<file path="src/hw/rtl/tuar_pkg.sv">
package tuar_pkg;

    localparam int TEX_ENTRIES_DEF = 256;
    localparam int INDEX_SPACE     = 256;
    localparam int Q_DEPTH         = 4;

    localparam int IN_DATA_W  = 144;
    localparam int IN_USER_W  = 2;
    localparam int OUT_DATA_W = 96;
    localparam int OUT_USER_W = 1;

    localparam logic [1:0] KIND_WRITE = 2'd0;
    localparam logic [1:0] KIND_TRI   = 2'd1;
    localparam logic [1:0] KIND_QUAD  = 2'd2;

    // Eight coordinates, element 0 is u_a, then v_a, u_b, v_b, u_c, v_c, u_d, v_d.
    typedef logic [7:0][7:0] coord_vec_t;

    typedef struct packed {
        logic        hit;
        logic        quad;
        logic [63:0] word;
        logic [7:0]  idx;
        coord_vec_t  coords;
    } tuar_item_t;

    typedef struct packed {
        logic push;
        logic full;
    } tuar_qctl_t;

endpackage

</file>
<file path="src/hw/rtl/tuar_back.sv">
module tuar_back
    import tuar_pkg::*;
(
    input  logic                  clk,
    input  logic                  rst_n,
    input  logic                  q_valid,
    input  tuar_item_t            q_item,
    output logic                  pop,
    output logic                  out_valid,
    input  logic                  out_ready,
    output logic [OUT_DATA_W-1:0] out_data,
    output logic [OUT_USER_W-1:0] out_user
);

    // Stage one: scaled sizes from the eight multipliers.
    logic             b1_valid_reg;
    logic             b1_hit_reg;
    logic [7:0]       b1_map_reg;
    logic [15:0]      b1_pal_reg;
    logic [15:0]      b1_page_reg;
    logic [7:0]       b1_x_reg;
    logic [7:0]       b1_y_reg;
    coord_vec_t       b1_coords_reg;
    logic [7:0][8:0]  b1_scaled_reg;
    logic [7:0][8:0]  scaled_next;
    logic [7:0]       map_next;

    // Stage two: output register.
    logic                  o_valid_reg;
    logic [OUT_DATA_W-1:0] o_data_reg;
    logic                  o_user_reg;
    coord_vec_t            coords_out;

    logic o_ready;
    logic b1_ready;

    assign o_ready  = !o_valid_reg || out_ready;
    assign b1_ready = !b1_valid_reg || o_ready;
    assign pop      = q_valid && b1_ready;

    always_comb
    begin
        logic [15:0] prod;
        logic [7:0]  size;
        for (int i = 0; i < 8; i++)
        begin
            size           = (i % 2 == 0) ? q_item.word[15:8] : q_item.word[7:0];
            prod           = 16'(size) * 16'(q_item.coords[i]);
            scaled_next[i] = prod[15:7];
            map_next[i]    = q_item.hit && (q_item.quad || (i < 6));
        end
    end

    always_comb
    begin
        logic [9:0] sum;
        logic [7:0] off;
        for (int i = 0; i < 8; i++)
        begin
            off = (i % 2 == 0) ? b1_x_reg : b1_y_reg;
            sum = 10'(off) + 10'(b1_scaled_reg[i]);
            if (!b1_map_reg[i])
            begin
                coords_out[i] = b1_coords_reg[i];
            end
            else if (sum == 10'd256)
            begin
                coords_out[i] = 8'd255;
            end
            else if (sum > 10'd256)
            begin
                coords_out[i] = 8'd8;
            end
            else
            begin
                coords_out[i] = sum[7:0];
            end
        end
    end

    always_ff @(posedge clk)
    begin
        if (pop)
        begin
            b1_hit_reg    <= q_item.hit;
            b1_map_reg    <= map_next;
            b1_pal_reg    <= q_item.hit ? q_item.word[63:48] : 16'd0;
            b1_page_reg   <= q_item.hit ? q_item.word[47:32] : {8'd0, q_item.idx};
            b1_x_reg      <= q_item.word[31:24];
            b1_y_reg      <= q_item.word[23:16];
            b1_coords_reg <= q_item.coords;
            b1_scaled_reg <= scaled_next;
        end
        if (b1_valid_reg && o_ready)
        begin
            o_data_reg <= {coords_out, b1_page_reg, b1_pal_reg};
            o_user_reg <= b1_hit_reg;
        end
    end

    always_ff @(posedge clk or negedge rst_n)
    begin
        if (!rst_n)
        begin
            b1_valid_reg <= 1'b0;
            o_valid_reg  <= 1'b0;
        end
        else
        begin
            if (b1_ready)
            begin
                b1_valid_reg <= q_valid;
            end
            if (o_ready)
            begin
                o_valid_reg <= b1_valid_reg;
            end
        end
    end

    assign out_valid = o_valid_reg;
    assign out_data  = o_data_reg;
    assign out_user  = o_user_reg;

endmodule

</file>
<file path="config.mk">
export PLATFORM = sky130hd
export DESIGN_NAME = tuar_back
export DESIGN_NICKNAME = d
export VERILOG_FILES = /design/src/hw/rtl/tuar_pkg.sv /design/src/hw/rtl/tuar_back.sv
export SDC_FILE = /design/constraint.sdc
export NUM_CORES = 1
export LEC_CHECK = 0
export BUFFER_PORTS_ARGS = -buffer_cell sky130_fd_sc_hd__buf_2
export CORE_UTILIZATION = 30
export CTS_CLUSTER_DIAMETER = 200
export DETAILED_ROUTE_END_ITERATION = 12
export PLACE_DENSITY = 0.54
export SLEW_MARGIN = 20
export SYNTH_ARGS = -nofsm -noshare
export SYNTH_HDL_FRONTEND = slang
export SYNTH_SLANG_ARGS = --single-unit
</file>
<file path="constraint.sdc">
create_clock -name clk -period 22.3 [get_ports clk]
set_clock_uncertainty 0.1 [all_clocks]
set_input_delay 2.23 -clock clk [delete_from_list [all_inputs] [get_ports clk]]
set_output_delay 2.23 -clock clk [all_outputs]
set_load 0.1 [all_outputs]
</file>
==> out/results.tsv <==
stage	metric	value	unit
outcome	status	complete, no violations	
logic_synthesis	most common library cells after synthesis	and2_1 (422), inv_1 (385), ha_1 (328), fa_1 (288), edfxtp_1 (283)	
floorplanning	I/O Pins	241	
sta	fmax	151	MHz
power_and_ir_drop	Comb power frac	53.4	%
power_and_ir_drop	sw frac	42.4	%
setup_path	largest stage delay on the critical path	0.54	ns
clock_tree	CTS root buf	clkbuf_16	
power_and_ir_drop	Cell Int Power	1.78	mW
drt	DRT iter0 DRCs	834	
sta	hold_ws	0.314	ns
logic_synthesis	top-area cell type share of the netlist area	30.5	%
cells_and_area	fin util	34.6	%
power_and_ir_drop	Seq pwr share	26.0	%
drt	drt pass-1 iters	4	
drt	routed wire length	69100	µm
global_routing	initial antenna violation count	8	
sta	RSZ-0062 raised after global routing	no	
drt	ANT nets after route	0	
logic_synthesis	synth unique cells	76	
global_routing	pin count of the biggest net entering global routing	136	
placement	Port Buffers	240	
power_and_ir_drop	Clock power frac	20.6	%
power_and_ir_drop	Net Switching	1.31	mW
sta	relative slew slack	43.3	%
power_and_ir_drop	PwrDens	97.2	nW/µm²
global_routing	total global routing overflow	0	
logic_synthesis	cell taking the most area after synthesis	edfxtp_1	
logic_synthesis	flops & latches, synth	285	
setup_path	CP endpoint kind	flip-flop	
sta	max-slew violations	0	
setup_path	CP Class	in2reg	
cells_and_area	fin cells	4078	
setup_path	CP Data Arrival Time	6.80	ns
logic_synthesis	post-synthesis compound-gate area fraction	7.61	%
setup_path	worst-path cell chain	buf_2 -> nand2_1 -> fa_1 -> fa_1 -> inv_1 -> fa_1 -> inv_1 -> fa_1 -> inv_1 -> ha_1 -> a21o_1 -> a21o_1 -> a41oi_1 -> a211oi_1 -> o31a_1 -> nor2_1 -> xnor2_1	
setup_path	critical path required time	22.49	ns
setup_path	Critical Path Most Common Cell	fa_1	
drt	via/cell ratio	4.57	
drt	# DRC	0	
clock_tree	# hold bufs at CTS	0	
clock_tree	total setup buffers inserted after CTS	0	
logic_synthesis	ys async rst share	0.702	%
clock_tree	post-cts resize count	0	
cells_and_area	Design Area, Final	31700	µm²
power_and_ir_drop	VDD IR-drop max	0.0000488	V
hold_path	worst min path class	reg2reg	
logic_synthesis	Post-Synth XOR/XNOR Area	3.56	%
placement	Area after DPL	30400	µm²
sta	setup tns final	0	ns
logic_synthesis	syn avg cell area	10.8	µm²
sta	Least-Margin Pin Slew	0.851	ns
job	max-cap violations	0	
clock_tree	CTS clk-pin slew, worst paths	0.06	ns
logic_synthesis	Mapped Nets	3334	
logic_synthesis	adder-cell share of the synthesized area	35.5	%
setup_path	Worst setup SP type	primary input	
cells_and_area	Area Overhead vs Synth	14.1	%
logic_synthesis	predominant post-synthesis flop cell	edfxtp_1	
floorplanning	Initial Utilization	30.3	%
placement	gpl congestion	0.787	
sta	Tmin final	6.61	ns
floorplanning	Die H	307	µm
clock_tree	Clk Latency, worst-skew pair	0.56	ns
cells_and_area	fin nets	3562	
floorplanning	DIE AREA	94000	µm²
placement	dpl hpwl	52600	µm
logic_synthesis	synthesized area	27800	µm²
clock_tree	H-tree levels	2	
logic_synthesis	Syn Inst Count	2576	
global_routing	GR Util All Layers	14.9	%
drt	Vias	18700	
setup_path	crit path max-delay cell type	fa_1	
global_routing	vias in the first global route	19200	
floorplanning	Core ar.	91800	µm²
placement	placed cells	4006	
clock_tree	cts bufs inserted	39	
logic_synthesis	Post-Synth Simple-Gate Area	16.2	%
logic_synthesis	most common cell in the synthesized netlist	and2_1	
floorplanning	row count	111	
clock_tree	Num Clock Sinks	285	
clock_tree	CTS tree	yes	
sta	Hold Vio Cnt, Final	0	
power_and_ir_drop	leakage power	14.6	nW
logic_synthesis	sequential area share after synthesis	30.7	%
drt	DR WL/cell	16.9	µm
logic_synthesis	YS warnings	0	
sta	Final period util	29.7	%
logic_synthesis	ranking of synthesized cells by area	edfxtp_1 (31%), fa_1 (21%), ha_1 (15%)	
cells_and_area	max reg flops	96	
logic_synthesis	EDFF count, synth	283	
global_routing	first-pass GRT wire length	109000	µm
clock_tree	maximum clock path buffer count	3	
setup_path	peak fanout along the critical path	32	
logic_synthesis	largest family of logic cells by synthesized area	adder cells	
logic_synthesis	mux cell area share after synthesis	0.360	%
floorplanning	die width	307	µm
cells_and_area	share of post-route cells with drive strength above 1	12.0	%
sta	final setup fails	0	
-- path summary, 6_finish.rpt --
path / slack, ns / start / endpoint / cells past startpoint
worst max-delay path: 15.69 / q_item[85] / b1_scaled_reg[44]$_DFFE_PP_ / 17
worst min-delay path: 0.31 / b1_pal_reg[12]$_SDFFCE_PN0P_ / out_data[12]$_DFFE_PP_ / 0
worst max register to register: 18.64 / b1_y_reg[1]$_DFFE_PP_ / out_data[95]$_DFFE_PP_ / 10
worst min register to register: 0.31 / b1_pal_reg[12]$_SDFFCE_PN0P_ / out_data[12]$_DFFE_PP_ / 0
max in group asynchronous: 20.66 / rst_n / b1_valid_reg$_DFFE_PN0N_ / 1
min in group asynchronous: 1.35 / rst_n / out_valid$_DFFE_PN0P_ / 1
-- placed cells by master (no fill, tap or decap), types with 5 or more instances in the layout --
cell / netlist / layout
buf_4: 0 / 9
or3_1: 6 / 6
clkbuf_1: 60 / 5
xor2_1: 51 / 51
nand2_1: 148 / 148
and2_1: 422 / 421
nor2_1: 71 / 71
nand4b_1: 11 / 11
nand4_1: 11 / 11
o21ai_1: 8 / 8
mux2_2: 8 / 8
a211o_1: 10 / 10
o21ai_0: 43 / 43
xnor2_1: 62 / 62
a2bb2oi_1: 5 / 5
o22a_1: 6 / 6
buf_2: 2 / 240
o221ai_1: 25 / 25
fa_1: 288 / 288
nor3_1: 22 / 22
nor3b_1: 6 / 6
a211oi_1: 11 / 11
o21a_1: 30 / 30
or4_1: 5 / 5
ha_1: 328 / 328
clkbuf_16: 0 / 39
a21oi_1: 62 / 62
clkinvlp_4: 0 / 5
nor2b_1: 22 / 22
a21o_1: 29 / 29
nand2b_1: 18 / 18
inv_1: 385 / 385
nand3_1: 34 / 34
and3_1: 9 / 9
o211ai_1: 7 / 7
edfxtp_1: 283 / 283
o21bai_1: 10 / 10
-- critical path: cells and delay by family --
kind / cells / cell delay (ns)
adders and majority gates: 5 / 2.33
AOI/OAI and AO/OA: 5 / 1.20
buffers and inverters: 4 / 0.67
and+or+nand+nor: 2 / 0.28
xor gates and xnor gates: 1 / 0.07
-- kinds of logic (layout without fill, tap and decap cells) --
group | Yosys count | after routing
simple gates | 805 | 805
fa+ha+maj | 616 | 616
buf+inv | 448 | 706
compound gates | 300 | 300
flops | 285 | 285
xor+xnor | 113 | 113
mux | 9 | 9
other cells | 0 | 1
-- per-layer routing --
metal	GRT usage, %	up-vias	share of wire, %
met4	3.40	8	1.8
met1	20.8	9186	48
met5	0	-	0.069
met2	24.3	323	45
met3	2.28	71	4.3
li1	-	9067	-
-- cell type report --
class	instances	area (µm²)
Clock buffer	44	995
Clock inverter	27	300
Inverter	385	1450
Multi-Input combinational cell	1843	17600
Fill cell	9252	60100
Antenna cell	1	2.50
Sequential cell	285	8550
Tap cell	1243	1560
Timing Repair Buffer	250	1290
-- power groups by stage --
stage                     Combinational [mW]  Clock [mW]  Sequential (mW)
after floorplan                         1.11           0             1.01
after global placement                  1.66           0            0.814
after detailed placement                1.66           0            0.816
after CTS                               1.67       0.658            0.806
after global routing                    1.87       0.676            0.813
final                                   1.65       0.635            0.803
-- per-stage QoR --
step / setup WS (ns) / power [mW]
6_report: 15.69 / 3.09
5_1_grt: 15.42 / 3.36
4_1_cts: 15.71 / 3.14
3_5_place_dp: 15.11 / 2.48
3_3_place_gp: 15.15 / 2.47
2_1_floorplan: 2.18 / 2.12
(Power assumes the default switching activity.)
