==> src/hw/rtl/tuar_pkg.sv <==
package tuar_pkg;

    localparam int TEX_ENTRIES_DEF = 256;
    localparam int INDEX_SPACE     = 256;
    localparam int Q_DEPTH         = 4;

    localparam int IN_DATA_W  = 144;
    localparam int IN_USER_W  = 2;
    localparam int OUT_DATA_W = 96;
    localparam int OUT_USER_W = 1;

    localparam logic [1:0] KIND_WRITE = 2'd0;
    localparam logic [1:0] KIND_TRI   = 2'd1;
    localparam logic [1:0] KIND_QUAD  = 2'd2;

    // Eight coordinates, element 0 is u_a, then v_a, u_b, v_b, u_c, v_c, u_d, v_d.
    typedef logic [7:0][7:0] coord_vec_t;

    typedef struct packed {
        logic        hit;
        logic        quad;
        logic [63:0] word;
        logic [7:0]  idx;
        coord_vec_t  coords;
    } tuar_item_t;

    typedef struct packed {
        logic push;
        logic full;
    } tuar_qctl_t;

endpackage

==> src/hw/rtl/tuar_queue.sv <==
module tuar_queue
    import tuar_pkg::*;
(
    input  logic       clk,
    input  logic       rst_n,
    input  tuar_qctl_t qctl_in,
    input  tuar_item_t push_item,
    output logic       full,
    input  logic       pop,
    output logic       not_empty,
    output tuar_item_t pop_item
);

    localparam int PW = $clog2(Q_DEPTH);
    localparam int CW = $clog2(Q_DEPTH + 1);

    tuar_item_t    slot_reg [Q_DEPTH];
    logic [PW-1:0] wr_ptr_reg, wr_ptr_next;
    logic [PW-1:0] rd_ptr_reg, rd_ptr_next;
    logic [CW-1:0] count_reg, count_next;
    logic          do_push;
    logic          do_pop;

    assign full      = (count_reg == CW'(Q_DEPTH));
    assign not_empty = (count_reg != '0);
    assign do_push   = qctl_in.push && !qctl_in.full;
    assign do_pop    = pop && not_empty;
    assign pop_item  = slot_reg[rd_ptr_reg];

    always_comb
    begin
        wr_ptr_next = do_push ? PW'(wr_ptr_reg + 1'b1) : wr_ptr_reg;
        rd_ptr_next = do_pop  ? PW'(rd_ptr_reg + 1'b1) : rd_ptr_reg;
        count_next  = count_reg;
        if (do_push && !do_pop)
        begin
            count_next = CW'(count_reg + 1'b1);
        end
        else if (do_pop && !do_push)
        begin
            count_next = CW'(count_reg - 1'b1);
        end
    end

    always_ff @(posedge clk)
    begin
        if (do_push)
        begin
            slot_reg[wr_ptr_reg] <= push_item;
        end
    end

    always_ff @(posedge clk or negedge rst_n)
    begin
        if (!rst_n)
        begin
            wr_ptr_reg <= '0;
            rd_ptr_reg <= '0;
            count_reg  <= '0;
        end
        else
        begin
            wr_ptr_reg <= wr_ptr_next;
            rd_ptr_reg <= rd_ptr_next;
            count_reg  <= count_next;
        end
    end

endmodule

==> config.mk <==
export PLATFORM = sky130hd
export DESIGN_NAME = tuar_queue
export DESIGN_NICKNAME = d
export VERILOG_FILES = /design/src/hw/rtl/tuar_pkg.sv /design/src/hw/rtl/tuar_queue.sv
export SDC_FILE = /design/constraint.sdc
export NUM_CORES = 1
export LEC_CHECK = 0
export BUFFER_PORTS_ARGS = -buffer_cell sky130_fd_sc_hd__buf_2
export CAP_MARGIN = 20
export CELL_PAD_IN_SITES_DETAIL_PLACEMENT = 0
export CELL_PAD_IN_SITES_GLOBAL_PLACEMENT = 1
export CORE_MARGIN = 8
export CORE_UTILIZATION = 40
export DETAILED_ROUTE_END_ITERATION = 16
export PLACE_DENSITY = 0.73
export SYNTH_ARGS = -nofsm -noshare
export SYNTH_HDL_FRONTEND = slang
export SYNTH_SLANG_ARGS = --single-unit
==> constraint.sdc <==
create_clock -name clk -period 13.7 [get_ports clk]
set_input_delay 0.685 -clock clk [delete_from_list [all_inputs] [get_ports clk]]
set_output_delay 0.685 -clock clk [all_outputs]
set_load 0.01 [all_outputs]
==> flow_summary.ini, run 1 <==
[floorplan]
die_w_um = 241.3
die-area_um2 = 58250
rows = 82
core_area_um2 = 50170
initial_core_util_pct = 40.49
ios = 283
chipHeight_um = 241.3

[finish]
largest_register_ffs = 552
postLayoutCoreUtil_pct = 48.53
final_cell_area_um2 = 24350
stdcell_count = 1799
drive_gt1_share_pct = 46.40
area_growth_pct = 19.88
nNetsFinal = 1228
nFillCells = 4061

[placed_design]
port_buffers = 282
post-place-ws_ns = 9.772
place.gp.congestion = 0.7185
postPlaceCellArea_um2 = 22450
dp_hpwl_mm = 25.09
dp_cells = 1692

[cts]
clock-sinks = 559
postCtsHoldBufs = 1
cts_root_buf = clkbuf_16
cts_setup_buffers = 0
cts_resized = 0
cts_made_buffers = 56
clk_pin_slew_ns = 0.06
cts_tree = yes
cts_max_level = 2
clk_path_buf_depth = 3
clk_latency_ns = 0.59

[logic_synthesis]
synth.largest_area_cell = edfxtp_1
yosysMostFrequentCell = edfxtp_1
yosys-top-cells-count = 552 x edfxtp_1, 138 x mux4_2, 14 x buf_2, 11 x buf_6, 7 x dfrtp_1
synth_fp_nets = 906
synth_top_area_share_pct = 81.61
synth_area_um2 = 20310
synth_ff_type = edfxtp_1
yosysUniqueCellTypes = 23
syn_inst = 757
async_flop_share_pct = 1.252
synth-seq-cells = 559
yosys-top-cells-area = edfxtp_1 82%, mux4_2 15%, dfrtp_1 0.86%, buf_6 0.61%, buf_2 0.34%
synth-edff-count = 552
syn_avg_cell_area_um2 = 26.83
synth-seq-area-share_pct = 82.47
yosys_warnings = 0

[detailed_routing]
met2WireLength_mm = 20.47
routed_via_density = 5.022
ant_nets = 0
drc = 0
first_iter_violations = 492
finalWirelength_mm = 41.56
avgRoutedWirePerCell_um = 23.10
first_pass_iters = 5
num_vias = 9035
wl_met1_mm = 16.87
maxUsedRoutingLayer = met5
dr_wl_met3_mm = 3.142

[global_route]
grt_max_degree = 64
grt_util_all_layers_pct = 14.04
antenna_found_initial = 10
grt_pass1_vias = 9641
grt_overflow = 0
grt_pass1_wl_mm = 60.80

[min_path]
hold_start = push_item[116]
hold_class = in -> reg
hold-path-cell-count = 1
holdPathEnd = slot_reg[3][116]

[pwr]
p_total_mw = 4.957
leakagePower_nw = 8.186
p_per_area_nw_per_um2 = 203.6
irDropWorstVdd_v = 0.0001225

[setup_path]
required_ns = 13.02
path_class = reg -> out
r2r_slack_ns = 11.24
crit_path_end_kind = primary output
cpMaxStageDelayCell = buf_4
path_cells = buf_4, buf_4, mux4_2, buf_2
cp.depth = 4
cp_common_cell = buf_4
crit_buf_inv = 3
cp-start-kind = register
regToRegStartpoint = wr_ptr_reg[0]
reg2reg_depth = 4
cpLargestDelayFamily = buffers and inverters
r2r_end = slot_reg[0][42]
cpPeakStageDelay_ns = 0.81
critPathMaxFanout = 45
worstPathArrival_ns = 3.67

[timing]
drv_slew = 0
finalCriticalPeriod_ns = 4.359
skew_ns = 0.01024
relSlewSlack_pct = 33.02
period_share_pct = 31.82
rsz0062_at_grt = false
finalSetupViolations = 0
whs_ns = 0.3016
worst_slack_ns = 9.341
tightest_slew_ns = 1.005
final_hold_viol_count = 0
fin_tns_setup_ns = 0
clock.fmax_mhz = 229.4

[job]
maxCapViolCount = 0

[outcome]
status = finished clean
==> how the worst max path moves through the flow <==
stage	start	to	slack, ns
2_1_floorplan	qctl_in[1]	slot_reg[0][0]	8.96
3_3_place_gp	rd_ptr_reg[0]	pop_item[81]	9.79
3_5_place_dp	rd_ptr_reg[0]	pop_item[81]	9.77
4_1_cts	rd_ptr_reg[0]	pop_item[81]	9.10
5_1_grt	rd_ptr_reg[0]	pop_item[81]	8.93
6_report	rd_ptr_reg[0]	pop_item[80]	9.34
==> cells in the final DEF, fill, tap and decap left out, drive strengths merged, types with 2 or more instances in the layout <==
cell / instances
edfxtp: 552
buf: 295
mux4: 138
clkbuf: 64
clkinv: 28
bufinv: 9
dfrtp: 7
ha: 5
inv: 5
and2: 4
xnor2: 4
diode: 2
nand2: 2
xor2: 2
==> logic make-up after synthesis <==
family | synth area share (%)
AOI/OAI and AO/OA | 0.02462
xor gates and xnor gates | 0.2587
adders and majority gates | 0.4066
buffers and inverters | 1.183
DFF | 82.47
muxes | 15.36
and+or+nand+nor | 0.3018
==> power by group <==
group          total (mW)  leakage, nW  switching, mW  internal, mW
Sequential           2.15         5.09         0.0822          2.07
Combinational        1.25         2.17          0.669         0.586
Clock                1.55        0.922          0.621         0.928
Total                4.96         8.19           1.37          3.58
==> layout make-up <==
| type | count | area, um^2 | area share (%) |
|---|---|---|---|
| Multi-Input combinational cell | 163 | 3331 | 13.68 |
| Clock buffer | 64 | 1453 | 5.966 |
| Inverter | 3 | 11.26 | 0.04625 |
| Sequential cell | 559 | 16760 | 68.82 |
| Antenna cell | 2 | 5.005 | 0.02055 |
| Timing Repair Buffer | 296 | 1519 | 6.238 |
| Clock inverter | 40 | 431.7 | 1.773 |
| Tap cell | 672 | 840.8 | 3.453 |
==> per-layer routing <==
layer	vias up	track usage, %
met5	-	0
met4	16	4.751
met3	83	4.447
met2	263	22.84
met1	4734	17.78
li1	3939	-
(Power assumes the default switching activity.)
==> inputs of run 2 (changes only) <==
--- a/config.mk
+++ b/config.mk
@@ -12,7 +12,7 @@
 export CORE_MARGIN = 8
 export CORE_UTILIZATION = 40
 export DETAILED_ROUTE_END_ITERATION = 16
-export PLACE_DENSITY = 0.73
+export PLACE_DENSITY = 0.76
 export SYNTH_ARGS = -nofsm -noshare
 export SYNTH_HDL_FRONTEND = slang
 export SYNTH_SLANG_ARGS = --single-unit
==> constraint.sdc (replaced) <==
create_clock -name clk -period 4 [get_ports clk]
set_input_delay 0.2 -clock clk [delete_from_list [all_inputs] [get_ports clk]]
set_output_delay 0.2 -clock clk [all_outputs]
set_load 0.01 [all_outputs]
==> run 2 against run 1 <==
Clock power grew to 3.2 times the previous value. Register-to-register slack lost 9.4 ns. Sequential cell count is the same. Die area is the same. Cell count grew 8.0%. Worst setup slack lost 8.3 ns. Clock skew grew 0.0038 ns. Critical path depth shrank 1. Wire length grew 2.3%. Highest routed layer unchanged.
==> flow_summary.ini, run 2 (synthesis gave the netlist of run 1 again) <==
[detailed_routing]
routed_via_density = 4.949
drc = 0
first_pass_iters = 4
ant_nets = 0
first_iter_violations = 616
finalWirelength_mm = 42.53
avgRoutedWirePerCell_um = 21.89
num_vias = 9615

[floorplan]
die-area_um2 = 58250
die_w_um = 241.3
initial_core_util_pct = 40.49
core_area_um2 = 50170
ios = 283
rows = 82
chipHeight_um = 241.3

[timing]
relSlewSlack_pct = 36.40
rsz0062_at_grt = false
tightest_slew_ns = 0.9539
final_hold_viol_count = 0
period_share_pct = 73.67
clock.fmax_mhz = 339.4
finalSetupViolations = 0
fin_tns_setup_ns = 0
skew_ns = 0.01404
finalCriticalPeriod_ns = 2.947
drv_slew = 0

[setup_path]
regToRegStartpoint = count_reg[0]
worstPathArrival_ns = 2.75
reg2reg_depth = 8
crit_path_end_kind = primary output
critPathMaxFanout = 56
path_class = reg -> out
cp-start-kind = register
cp-startpoint = rd_ptr_reg[1]
required_ns = 3.80
r2r_slack_ns = 1.86
endpoint = pop_item[15]
r2r_end = count_reg[2]

[pwr]
p_per_area_nw_per_um2 = 655.3
leakagePower_nw = 8.770
irDropWorstVdd_v = 0.0004528

[job]
maxCapViolCount = 0

[finish]
largest_register_ffs = 552
final_cell_area_um2 = 25820
final_cell_mix = 552 x edfxtp_1, 282 x buf_2, 142 x dlygate4sd3_1
stdcell_count = 1943
nNetsFinal = 1373
area_growth_pct = 27.13
final_common_cell = edfxtp_1
drive_gt1_share_pct = 41.57

[outcome]
status = finished clean

[placed_design]
place.gp.congestion = 0.7084
postPlaceCellArea_um2 = 22620
dp_cells = 1696
port_buffers = 282
dp_hpwl_mm = 25.12

[cts]
cts_max_level = 2
clk_pin_slew_ns = 0.06
cts_tree = yes
clock-sinks = 559
clk_path_buf_depth = 3
cts_made_buffers = 56
cts_root_buf = clkbuf_16
clk_latency_ns = 0.60

[global_route]
grt_overflow = 0
grt_pass1_wl_mm = 63.67
grt_util_all_layers_pct = 14.43
grt_max_degree = 83
grt_pass1_vias = 10510
antenna_found_initial = 4

[min_path]
hold_class = in -> reg
[run 2: changes by cell type in the layout (fill, tap and decap cells not counted), moves of 4 or more]
| cell | delta |
|---|---|
| buf_12 | +11 |
| clkinvlp_4 | +4 |
| dlygate4sd3_1 | +141 |
| bufinv_16 | -5 |
| buf_4 | -7 |
| clkinv_1 | -5 |
[run 2: through the flow]
stage               hold WS [ns]  total power, mW  util (%)  setup slack (ns)
floorplan               -0.09559            10.30         -             1.233
global placement         0.05162            12.02     45.08             1.631
detailed placement       0.05372            12.07     45.08             1.643
CTS                      0.06900            17.25     51.47            0.9777
global route              0.1040            17.69     51.47            0.9137
finish                    0.1100            16.92     51.47             1.053
[run 2: worst min path at each step]
stage / startpoint / to / slack [ns] / depth (start not counted)
2_1_floorplan: rst_n / count_reg[0] / -0.1 / 0
3_3_place_gp: rst_n / wr_ptr_reg[0] / 0.05 / 1
3_5_place_dp: rst_n / wr_ptr_reg[0] / 0.05 / 1
4_1_cts: qctl_in[1] / wr_ptr_reg[0] / 0.07 / 3
5_1_grt: qctl_in[1] / wr_ptr_reg[0] / 0.10 / 3
6_report: qctl_in[1] / wr_ptr_reg[0] / 0.11 / 3
[run 2: final cells by class]
cell class / instances / area [um^2]
tap: 672 / 840.8
clock inverter: 38 / 342.8
sequential: 559 / 16760
timing repair buffer: 441 / 3098
fill: 3919 / 24350
inverter: 3 / 11.26
antenna: 1 / 2.502
multi-input combinational: 163 / 3331
clock buffer: 66 / 1439
[run 2: what timing repair did]
item	in CTS	in global routing
setup buffers	0	0
resized for setup	0	0
hold buffers	142	0
hold endpoints to repair	563	0
[run 2: worst max-delay path, stage by stage, from the launching register on]
cell and delay, ns:
dfrtp_4 1.05, buf_4 0.50, mux4_2 0.39, buf_2 0.17
[run 2: where the power goes]
| part | switching [mW] | internal, mW |
|---|---|---|
| clock network | 2.16 | 2.84 |
| logic | 2.26 | 2.20 |
| registers | 0.381 | 7.08 |
[run 2: layer usage]
metal / track usage [%] / vias to the layer above / wire, um
met4: 4.604 / 2 / 985
li1: - / 4224 / -
met5: 0 / - / 13
met2: 24.75 / 267 / 21850
met1: 18.04 / 5059 / 17010
met3: 3.435 / 63 / 2671
==> inputs of run 3 (changes only) <==
==> constraint.sdc (replaced) <==
create_clock -name clk -period 2.45 [get_ports clk]
set_input_delay 0.1225 -clock clk [delete_from_list [all_inputs] [get_ports clk]]
set_output_delay 0.1225 -clock clk [all_outputs]
set_load 0.01 [all_outputs]
==> run 3 against run 2 <==
First-iteration DRC count down 32%. Critical path type unchanged. Non-clock buffer count grew 17. Global-route usage grew 0.13 points. Highest routed layer is now met4.
==> flow_summary.ini, run 3 (synthesis gave the netlist of run 1 again) <==
[outcome]
status = finished clean

[placed_design]
postPlaceCellArea_um2 = 22830
dp_hpwl_mm = 25.59
place.gp.congestion = 0.6795
port_buffers = 282
post-place-ws_ns = 0.2716

[detailed_routing]
first_pass_iters = 4
first_iter_violations = 421
num_vias = 9653
wl_met1_mm = 16.94
dr_wl_met3_mm = 2.795
routed_via_density = 4.935
finalWirelength_mm = 42.82
maxUsedRoutingLayer = met4
avgRoutedWirePerCell_um = 21.89
drc = 0
met2WireLength_mm = 22.19
ant_nets = 0

[floorplan]
die-area_um2 = 58250
rows = 82
die_w_um = 241.3
initial_core_util_pct = 40.49
chipHeight_um = 241.3
core_area_um2 = 50170
ios = 283

[timing]
period_share_pct = 95.06
finalCriticalPeriod_ns = 2.329
worst_slack_ns = 0.1209
whs_ns = 0.2709
clock.fmax_mhz = 429.4
skew_ns = 0.02207
drv_slew = 0
final_hold_viol_count = 0
fin_tns_setup_ns = 0
rsz0062_at_grt = false
finalSetupViolations = 0
tightest_slew_ns = 0.5465
relSlewSlack_pct = 63.57

[setup_path]
cp-start-kind = register
path_class = reg -> out
crit_path_end_kind = primary output
worstPathArrival_ns = 2.21
critPathMaxFanout = 19
required_ns = 2.33

[global_route]
antenna_found_initial = 1
grt_pass1_wl_mm = 64.34
grt_overflow = 0
grt_max_degree = 72
grt_pass1_vias = 10710
grt_util_all_layers_pct = 14.56

[pwr]
irDropWorstVdd_v = 0.001053
leakagePower_nw = 8.930
p_per_area_nw_per_um2 = 1078
p_total_mw = 28.15

[cts]
clk_pin_slew_ns = 0.06
cts_root_buf = clkbuf_16
clock-sinks = 559
cts_resized = 0
cts_tree = yes
clk_latency_ns = 0.60
cts_made_buffers = 56
clk_path_buf_depth = 3
cts_max_level = 2

[job]
maxCapViolCount = 0

[finish]
nFillCells = 3855
drive_gt1_share_pct = 42.32
final_cell_mix = 552 x edfxtp_1, 282 x buf_2, 143 x dlygate4sd3_1
final_cell_area_um2 = 26110
nNetsFinal = 1390
largest_register_ffs = 552
final_common_cell = edfxtp_1
area_growth_pct = 28.56

[min_path]
hold_class = in -> reg
## run 3: cell types whose count changed in the layout (fill, tap and decap cells not counted), moves of 4 or more
cell / before / now
buf_12: 11 / 21
clkinv_4: 5 / 1
clkbuf_1: 10 / 6
buf_4: 6 / 12
## run 3: what timing repair did
action	4_1_cts	5_1_grt
hold buffers	143	0
endpoints found under the setup margin	42	0
endpoints found under the hold margin	564	0
buffers inserted	4	0
## run 3: worst max-delay path: stages, from the launching register on
cell,delay (ns)
dfrtp_4,0.49
buf_12,0.19
buf_12,0.21
mux4_2,0.54
buf_2,0.16
## run 3: metal layers
| metal | GRT usage [%] | vias to the layer above |
|---|---|---|
| li1 | - | 4264 |
| met1 | 18.04 | 5073 |
| met2 | 25.15 | 258 |
| met3 | 3.810 | 58 |
| met4 | 4.111 | 0 |
| met5 | 0 | - |
## run 3: layout make-up
class	instances	area, um^2	area share, %
sequential	559	16760	64.18
multi-input combinational	163	3331	12.76
tap	672	840.8	3.220
antenna	1	2.502	0.009583
clock inverter	37	366.6	1.404
timing repair buffer	458	3353	12.84
clock buffer	63	1449	5.549
inverter	3	11.26	0.04312
## run 3: through the flow
step	utilization, %	instances
finish	52.05	1956
global route	52.05	1956
CTS	52.04	1955
detailed placement	45.51	1708
global placement	45.51	1708
floorplan	-	757
## run 3: power breakdown
group / switching (mW) / internal [mW] / total (mW) / leakage (nW)
logic: 4.08 / 3.83 / 7.91 / 2.94
registers: 0.252 / 11.6 / 11.8 / 5.09
clock network: 3.46 / 4.97 / 8.43 / 0.895
total: 7.79 / 20.4 / 28.1 / 8.93
## run 3: worst paths after layout
path,slack (ns),startpoint,to,cells past startpoint
setup / recovery,0.12,rd_ptr_reg[0],pop_item[101],4
hold / removal,0.27,push_item[92],slot_reg[1][92],2
setup reg to reg,0.26,count_reg[0],count_reg[2],8
hold reg to reg,0.50,count_reg[2],count_reg[2],1
max in group asynchronous,1.61,rst_n,rd_ptr_reg[0],3
min in group asynchronous,0.53,rst_n,count_reg[2],3
